==> config.mk <==
export PLATFORM = sky130hd
export DESIGN_NAME = isort_cell
export DESIGN_NICKNAME = d
export VERILOG_FILES = /design/src/sv/isort_pkg.sv /design/src/sv/isort_cell.sv
export SDC_FILE = /design/constraint.sdc
export NUM_CORES = 1
export LEC_CHECK = 0
export BUFFER_PORTS_ARGS = -buffer_cell sky130_fd_sc_hd__buf_4
export CORE_MARGIN = 1.5
export CORE_UTILIZATION = 40
export DETAILED_ROUTE_END_ITERATION = 7
export PLACE_DENSITY = 0.71
export SETUP_SLACK_MARGIN = 0.15
export SYNTH_ARGS = -nofsm -noshare
export SYNTH_HDL_FRONTEND = slang
export SYNTH_SLANG_ARGS = --single-unit
==> constraint.sdc <==
create_clock -name clk_i -period 4.7 [get_ports clk_i]
set_input_delay 0.705 -clock clk_i [delete_from_list [all_inputs] [get_ports clk_i]]
set_output_delay 0.705 -clock clk_i [all_outputs]
set_load 0.1 [all_outputs]
==> src/sv/isort_pkg.sv <==
// shared types and constants of the insertion sorter
`default_nettype none

package isort_pkg;

  // element width of the list
  localparam int unsigned DATA_W = 32;

  // register index of the sort direction
  localparam logic REG_ASCENDING = 1'b0;

  // operation applied to every cell of the chain in the same cycle
  typedef enum logic [1:0] {
    CELL_HOLD,
    CELL_INSERT,
    CELL_SHL,
    CELL_SHR
  } cell_op_e;

  // controller states
  typedef enum logic {
    ST_FILL,
    ST_EMIT
  } state_e;

  // command broadcast along the chain
  typedef struct packed {
    cell_op_e                 op;
    logic signed [DATA_W-1:0] value;
  } cell_ctrl_t;

endpackage

`default_nettype wire

==> src/sv/isort_cell.sv <==
// one cell of the sorting chain: holds a value and its valid flag
`default_nettype none

module isort_cell (
  input  wire logic                               clk_i,
  input  wire logic                               rst_ni,
  input  wire isort_pkg::cell_ctrl_t              ctrl_i,
  input  wire logic signed [isort_pkg::DATA_W-1:0] left_data_i,
  input  wire logic                               left_valid_i,
  input  wire logic                               left_gt_i,
  input  wire logic signed [isort_pkg::DATA_W-1:0] right_data_i,
  input  wire logic                               right_valid_i,
  output logic signed [isort_pkg::DATA_W-1:0]      data_o,
  output logic                                    valid_o,
  output logic                                    gt_o
);
  import isort_pkg::*;

  logic signed [DATA_W-1:0] data_q, data_d;
  logic                     valid_q, valid_d;

  // an empty cell counts as greater than anything
  assign gt_o = !valid_q || (data_q > ctrl_i.value);

  // next value of the cell
  always_comb begin
    data_d  = data_q;
    valid_d = valid_q;
    case (ctrl_i.op)
      CELL_INSERT: begin
        if (left_gt_i) begin
          data_d = left_data_i;
        end else if (gt_o) begin
          data_d = ctrl_i.value;
        end
        valid_d = valid_q | left_valid_i;
      end
      CELL_SHL: begin
        data_d  = right_data_i;
        valid_d = right_valid_i;
      end
      CELL_SHR: begin
        data_d  = left_data_i;
        valid_d = left_valid_i;
      end
      default: begin
        data_d  = data_q;
        valid_d = valid_q;
      end
    endcase
  end

  // valid flag
  always_ff @(posedge clk_i or negedge rst_ni) begin
    if (!rst_ni) begin
      valid_q <= 1'b0;
    end else begin
      valid_q <= valid_d;
    end
  end

  // stored value
  always_ff @(posedge clk_i) begin
    data_q <= data_d;
  end

  assign data_o  = data_q;
  assign valid_o = valid_q;

endmodule

`default_nettype wire

==> impl_metrics.yaml <==
status:
  status: "finished clean"
timing:
  max_slew_margin_pct: 55.39
  worstMarginPinSlew_ns: 0.6691
  slew_viol_final: 0
  rsz0062_at_grt: "no"
  fin_worst_skew_ns: 0.005223
  setup_tns_ns: 0
  timing.fmax_ghz: 0.3086
  finalHoldViolCount: 0
  setup_ws_ns: 1.460
  setup_viol: 0
  finalCritPeriodShare_pct: 68.95
  timing.hold.ws_ns: 0.1797
  post-route-min-period_ns: 3.240
setup_path:
  reg2reg_depth: 8
  arrival_ns: 2.54
  worst_ep_required_time_ns: 3.99
  worstReg2RegEnd: "data_o[30]"
  start_kind: "primary input"
  rr_startpoint: "data_o[19]"
  path_class: "primary input to output pin"
  end_kind: "output pin"
  reg2reg_slack_ns: 1.89
  crit_fanout: 4
global_route:
  antenna_found_initial: 0
  grt_pass1_vias: 2521
  grt.total_usage_pct: 18.84
  overflow: 0
  grt_max_degree: 70
  grt_pass1_wl_mm: 11.32
finish:
  final_common_cell: "buf_4"
  syn2layout_area_growth_pct: 40.74
  register_area_um2: 985.9
  antenna_cells: 0
  drive_gt1_share_pct: 35.58
  fin_nets: 564
  fillers: 665
  multiInputGateArea_mm2: 0.001658
  layout_common_cells: "buf_4, a21oi_1, nor2_1"
placed_design:
  pre_cts_slack_ns: 1.445
  gp_congestion: 0.8296
  io_buffers: 136
  hpwl_mm: 5.617
logic_synthesis:
  syn_nets: 439
  ys_types: 34
  ys_seq_area_share_pct: 34.74
  syn_avg_cell_area_um2: 9.335
  syn_inst: 304
  synth-seq-cells: 33
  syn-cell-area_mm2: 0.002838
  ys_warn_count: 0
min_path:
  hp-class: "primary input to asynchronous set/reset pin"
die:
  core-area_mm2: 0.006832
  die-area_mm2: 0.007608
  rows: 30
  io_pins: 137
  fp.dieW_um: 87.23
  die_h_um: 87.23
  start_util_pct: 41.54
clocking:
  cts-htree-levels: 2
  cts_num_sinks: 33
  path_clk_slew_ns: 0.07
  clock-root-buffer: "clkbuf_8"
  cts_tree: "yes"
  cts_buffers: 5
  cts_resized: 0
  cts_buffer_depth: 2
  hold_buffers: 0
  cts_setup_buffers: 0
  clock_latency_ns: 0.29
route:
  via_per_inst: 5.230
  dr_total_vias: 2751
  drt_pre_antenna_iters: 4
  drt_iter0_drc: 72
  wirelength_mm: 7.381
  wl_per_cell_um: 14.03
  ant_nets: 0
  route.detailed.drc: 0
pwr:
  pwr_density_cell_mw_per_mm2: 297.4
  vdd_drop_max_mv: 0.1182
  power_leakage_uw: 0.001897
run:
  max_cap_violations: 0
## worst max-delay path by stage
stage / start / to / slack (ns) / cells after the start
after detailed placement: ctrl_i[31] / data_o[25] / 1.45 / 10
after CTS: ctrl_i[31] / gt_o / 1.47 / 10
final: ctrl_i[31] / gt_o / 1.46 / 10
after floorplan: data_o[31] / data_o[0] / 0.59 / 7
after global routing: ctrl_i[10] / gt_o / 1.31 / 10
after global placement: ctrl_i[7] / data_o[25] / 1.53 / 10
## final cells by class
| class | instances | area share, % |
|---|---|---|
| multi-input combinational | 220 | 41.51 |
| sequential | 33 | 24.69 |
| clock inverter | 3 | 0.3133 |
| clock buffer | 5 | 1.723 |
| tap | 96 | 3.008 |
| inverter | 32 | 3.008 |
| timing repair buffer | 137 | 25.75 |
## metrics by stage
stage               utilization [%]  instances  area (um2)  total power (uW)
detailed placement            57.27        518        3913             989.9
global placement              57.27        518        3913             981.1
global route                  58.46        526        3994              1243
finish                        58.46        526        3994              1188
CTS                           58.46        526        3994              1196
floorplan                         -        304        2838             821.4
## state kept, by name, summed over array words and instances (netlist names)
| register | flops |
|---|---|
| data_o | 32 |
| valid_o | 1 |
## routing by layer
| metal | global-route usage [%] | routed length (um) | up-vias |
|---|---|---|---|
| met5 | 0 | 0 | - |
| met4 | 4.762 | 72 | 0 |
| met3 | 3.791 | 478 | 5 |
| met2 | 32.21 | 3620 | 84 |
| met1 | 24.39 | 3209 | 1281 |
| li1 | - | - | 1381 |
## worst max-delay path, stage by stage
cell	delay (ns)
buf_4	0.08
inv_1	0.05
ha_1	0.36
nand4_2	0.16
nor3_2	0.07
a221oi_2	0.31
o2111ai_1	0.16
a21oi_1	0.27
o21ai_1	0.13
buf_4	0.24
## power by group
| part | switching (uW) | internal, uW | leakage, uW |
|---|---|---|---|
| clock network | 106 | 99.6 | 0.0000430 |
| logic | 414 | 179 | 0.00152 |
| registers | 20.8 | 368 | 0.000331 |
## kinds of logic (layout without fill, tap and decap cells)
logic type               after synthesis  after routing  share of synthesized area, %
AO/OA/AOI/OAI                         89             89                         19.80
AND/OR/NAND/NOR                       67             67                         12.83
flip-flops                            33             33                         34.74
multiplexers                          32             32                         11.29
adder cells (fa/ha/maj)               32             32                         14.11
buffers and inverters                 51            177                         7.231
## synthesized netlist by cell type, drive strengths merged
master   count  area, um2
a21oi       45      225.2
nor2        33      123.9
and4         2      17.52
ha          32      400.4
nor4         2      25.02
nor2b        2      12.51
a21bo        1      10.01
clkbuf       9      33.78
inv         32      120.1
dfrtp        1      25.02
nand2       10      37.54
a221oi       2      23.77
mux2i       32      320.3
o2111ai      1      8.760
nor3b        2      15.01
nand2b       1      6.260
o2bb2ai      1      8.760
a211oi      32      240.2
buf         10      51.29
o211ai       2      20.02
nand3b       1      7.510
nand3        5      25.02
o21ai        5      25.02
nand4        6      73.82
edfxtp      32      960.9
nor3         3      20.02
Power figures use the tool's default switching activity.
