--- src/sv/isort_pkg.sv ---
// shared types and constants of the insertion sorter
`default_nettype none

package isort_pkg;

  // element width of the list
  localparam int unsigned DATA_W = 32;

  // register index of the sort direction
  localparam logic REG_ASCENDING = 1'b0;

  // operation applied to every cell of the chain in the same cycle
  typedef enum logic [1:0] {
    CELL_HOLD,
    CELL_INSERT,
    CELL_SHL,
    CELL_SHR
  } cell_op_e;

  // controller states
  typedef enum logic {
    ST_FILL,
    ST_EMIT
  } state_e;

  // command broadcast along the chain
  typedef struct packed {
    cell_op_e                 op;
    logic signed [DATA_W-1:0] value;
  } cell_ctrl_t;

endpackage

`default_nettype wire

--- src/sv/isort_ctrl.sv ---
// sequencer: fill phase, burst phase, element count and overflow flag
`default_nettype none

module isort_ctrl #(
  parameter int unsigned MAX_LEN = 64
) (
  input  wire logic                               clk_i,
  input  wire logic                               rst_ni,
  input  wire logic                               in_valid_i,
  input  wire logic                               in_last_i,
  input  wire logic signed [isort_pkg::DATA_W-1:0] in_value_i,
  output logic                                    in_ready_o,
  input  wire logic                               ascending_i,
  input  wire logic                               top_valid_i,
  output logic                                    out_valid_o,
  input  wire logic                               out_ready_i,
  output logic                                    out_last_o,
  output logic                                    out_overflow_o,
  output isort_pkg::cell_ctrl_t                   cell_ctrl_o
);
  import isort_pkg::*;

  localparam int unsigned CNT_W = $clog2(MAX_LEN + 1);

  state_e           st_q, st_d;
  logic [CNT_W-1:0] cnt_q, cnt_d;
  logic             ovf_q, ovf_d;
  logic             full;

  assign full = (cnt_q == CNT_W'(MAX_LEN));

  // state, count and overflow registers
  always_ff @(posedge clk_i or negedge rst_ni) begin
    if (!rst_ni) begin
      st_q  <= ST_FILL;
      cnt_q <= '0;
      ovf_q <= 1'b0;
    end else begin
      st_q  <= st_d;
      cnt_q <= cnt_d;
      ovf_q <= ovf_d;
    end
  end

  // next state and chain command
  always_comb begin
    st_d              = st_q;
    cnt_d             = cnt_q;
    ovf_d             = ovf_q;
    in_ready_o        = 1'b0;
    out_valid_o       = 1'b0;
    cell_ctrl_o.op    = CELL_HOLD;
    cell_ctrl_o.value = in_value_i;
    unique case (st_q)
      ST_FILL: begin
        in_ready_o = 1'b1;
        if (in_valid_i) begin
          if (full) begin
            ovf_d = 1'b1;
          end else begin
            cell_ctrl_o.op = CELL_INSERT;
            cnt_d          = cnt_q + 1'b1;
          end
          if (in_last_i) begin
            st_d = ST_EMIT;
          end
        end
      end
      ST_EMIT: begin
        out_valid_o = ascending_i | top_valid_i;
        if (ascending_i) begin
          if (out_ready_i) begin
            cell_ctrl_o.op = CELL_SHL;
          end
        end else if (!top_valid_i || out_ready_i) begin
          // descending: slide the run up to the top cell, then drain it
          cell_ctrl_o.op = CELL_SHR;
        end
        if (out_valid_o && out_ready_i) begin
          cnt_d = cnt_q - 1'b1;
          if (out_last_o) begin
            st_d  = ST_FILL;
            ovf_d = 1'b0;
          end
        end
      end
      default: begin
        st_d = ST_FILL;
      end
    endcase
  end

  assign out_last_o     = (cnt_q == CNT_W'(1));
  assign out_overflow_o = ovf_q;

endmodule

`default_nettype wire

--- config.mk ---
export PLATFORM = sky130hd
export DESIGN_NAME = isort_ctrl
export DESIGN_NICKNAME = d
export VERILOG_FILES = /design/src/sv/isort_pkg.sv /design/src/sv/isort_ctrl.sv
export SDC_FILE = /design/constraint.sdc
export NUM_CORES = 1
export LEC_CHECK = 0
export BUFFER_PORTS_ARGS = -buffer_cell sky130_fd_sc_hd__buf_2
export CAP_MARGIN = 0
export CORE_MARGIN = 5
export CORE_UTILIZATION = 37
export CTS_CLUSTER_DIAMETER = 120
export CTS_CLUSTER_SIZE = 16
export DETAILED_ROUTE_END_ITERATION = 8
export PLACE_DENSITY = 0.79
export REMOVE_ABC_BUFFERS = 1
export SETUP_SLACK_MARGIN = 0.5
export SKIP_CTS_REPAIR_TIMING = 1
export SLEW_MARGIN = 15
export SYNTH_ARGS = -nofsm -noshare
export SYNTH_HDL_FRONTEND = slang
export SYNTH_SLANG_ARGS = --single-unit
--- constraint.sdc ---
create_clock -name clk_i -period 1.8 [get_ports clk_i]
set_clock_uncertainty 0.15 [all_clocks]
set_input_delay 0.18 -clock clk_i [delete_from_list [all_inputs] [get_ports clk_i]]
set_output_delay 0.18 -clock clk_i [all_outputs]
set_load 0.03 [all_outputs]
==> summary.txt <==
adder-cell share of the synthesized area -> 0.0436
Switching Share -> 0.421
CTS tree -> built
DIE WIDTH -> 58.2 um
main combinational cell family by area after synthesis -> buffers and inverters
critical-path cell with the highest stage delay -> or4_4
Flop pwr share -> 0.296
first-pass GRT wire length -> 3.70 mm
Area Growth Syn to Fin -> 1.45%
Routed WL -> 2.78 mm
Final setup viols -> 3
Layout fillers -> 221
die area -> 0.00339 mm^2
utilization after layout -> 0.395
f_max -> 526 MHz
GRT Util Overall -> 0.160
Slew HR -> 0.794
Worst EP arrival -> 1.57 ns
row cnt -> 17
min cycle time layout -> 1.90 ns
CP startpoint kind -> flip-flop
crit end category -> output pin
top cell type by total area after synthesis -> buf_4
Synth Area in Simple Gates -> 0.172
M1 WL -> 1.10 mm
DP HPWL -> 2.08 mm
post-synthesis xor/xnor area fraction -> 0.0712
clock latency on the worst-skew pair -> 0.27 ns
Mean Syn Cell Area -> 9.16 um^2
switching power -> 0.540 mW
mux cell area share after synthesis -> 0.0116
Power, Total -> 1.28 mW
WS Path Type -> reg -> out
Data required, critical path -> 1.47 ns
Yosys top cell area share -> 0.279
DIE HEIGHT -> 58.2 um
RSZ-0062 raised after global routing -> true
H-Tree Level Count -> 1
First-pass DRT Iterations -> 4
Pwr Density -> 1470 mW/mm^2
starting density of the core -> 0.389
critical-path cell list -> or4_4, nor2_4, o32ai_1, buf_4
Final period util -> 1.06
Top Layer Used -> met4
CTS sink cnt -> 9
GRT overflow -> 0
Max-cap violations -> 0
Ys Warns -> 0
vias in the first global route -> 648
failing checks -> setup timing
routed wl met2 -> 1.03 mm
CP max stage delay -> 0.56 ns
worst vdd ir -> 0.000423 V
Hold Crit Class -> in -> reg
Port Buffers -> 12
Lkg Pwr -> 0.370 nW
placed insts -> 105
clock tree buffer depth -> 2
clock slew at reported path FFs -> 0.06 ns
clock root cell -> clkbuf_4
largest net degree at the start of global routing -> 10
final setup TNS -> -0.184 ns
Core ar. -> 0.00221 mm^2
synthesized netlist cell count -> 94
vias post-DR -> 639
share of layout cells above drive strength 1 -> 0.506
Final Hold Viols -> 0
synthesized flop and latch total -> 9
worst-path fanout max -> 2
ANT cells -> 0
Placer Congestion -> 0.900
initial DRC count -> 38
most frequent cells in the layout -> buf_4 (11), dfrtp_1 (8), buf_2 (7)
metal3 WL -> 616 um
Antenna Nets Post-Route -> 0
Clock Power Share -> 0.127
Logic pwr share -> 0.578
dominant cells by area after synthesis -> buf_4 (28%), dfrtp_1 (26%), xnor2_1 (7.1%), ha_1 (4.4%), nor4b_4 (2.8%)
Ports -> 77
initial antenna violation count -> 0
Final Instance Count excl. Fillers -> 113
Post-route DRC -> 0
Synth Area in Compound Gates -> 0.125
Tightest Pin Transition -> 0.307 ns
Setup WS post-layout -> -0.102 ns
vias per cell -> 5.65
WL per Instance -> 24.6 um
Nets -> 128
sequential share of the synthesized area -> 0.262
Post-Syn Area -> 861 um^2
final slew viol count -> 0
status -> finished with violations
commonest non-fill, non-tap cell in the layout -> buf_4
Netlist cell types -> 31
CTS buffer count -> 3
P_int -> 0.741 mW
worst hold margin -> 0.0565 ns
[Yosys cell counts, drive strengths merged]
cell    count
inv         4
mux2i       1
nor2b       2
nand2       4
or2b        1
nor4b       1
a21oi       1
dfrtp       9
o31ai       1
nand4b      2
o32ai       1
buf        34
or3b        1
nor2        5
nand3       1
o22ai       3
ha          3
or3         1
o21a        1
nand2b      1
xnor2       7
or4         1
o21ai       6
a31oi       1
a32o        2
[per-stage QoR]
stage	worst slack (ns)	instance area (um^2)
after global routing	-0.152	873
after CTS	-0.204	763
after floorplan	-0.139	604
after detailed placement	0.0447	737
after global placement	0.108	737
final	-0.102	873
[final timing paths]
check / to / slack (ns) / cells after the start / start
max: cell_ctrl_o[32] / -0.10 / 4 / cnt_q[5]$_DFFE_PN0P_
min: st_q$_DFF_PN0_ / 0.06 / 2 / out_ready_i
max reg2reg: cnt_q[1]$_DFFE_PN0P_ / -0.01 / 5 / cnt_q[5]$_DFFE_PN0P_
min reg2reg: out_overflow_o$_DFFE_PN0P_ / 0.37 / 1 / out_overflow_o$_DFFE_PN0P_
max in group asynchronous: st_q$_DFF_PN0_ / 1.16 / 2 / rst_ni
min in group asynchronous: out_overflow_o$_DFFE_PN0P_ / 0.14 / 2 / rst_ni
[state kept, by name (all words and copies together) (netlist names)]
signal and cells:
out_overflow_o 1, st_q 1, cnt_q 7
[routing by layer]
layer | GRT usage | up-vias
met2 | 0.169 | 64
li1 | - | 267
met5 | 0.0476 | -
met4 | 0.0662 | 0
met1 | 0.182 | 303
met3 | 0.192 | 5
[critical path, delay by kind of cell, from the launching register on]
kind	cells	cell delay (ns)
compound gates	1	0.07
simple gates	2	0.66
flops	1	0.39
buf+inv	1	0.17
[layout make-up]
class                           count  area [um^2]  area share
Multi-Input combinational cell     47          428       0.490
Sequential cell                     9          226       0.259
Timing Repair Buffer               21          143       0.163
Tap cell                           28         35.0      0.0401
Clock buffer                        4         26.3      0.0301
Inverter                            4         15.0      0.0172
[logic make-up (layout without fill, tap and decap cells)]
family / after synthesis / after routing
DFF: 9 / 9
and+or+nand+nor: 20 / 20
adders and majority gates: 3 / 3
muxes: 1 / 1
AOI/OAI and AO/OA: 16 / 16
xor gates and xnor gates: 7 / 7
buffers and inverters: 38 / 29
[power groups by stage]
stage	Clock, mW	Combinational [mW]	Sequential (mW)
final	0.162	0.739	0.379
after global routing	0.172	0.793	0.389
after CTS	0.168	0.620	0.377
after detailed placement	0	0.609	0.380
after global placement	0	0.599	0.373
after floorplan	0	0.385	0.407
(Power assumes the default switching activity.)
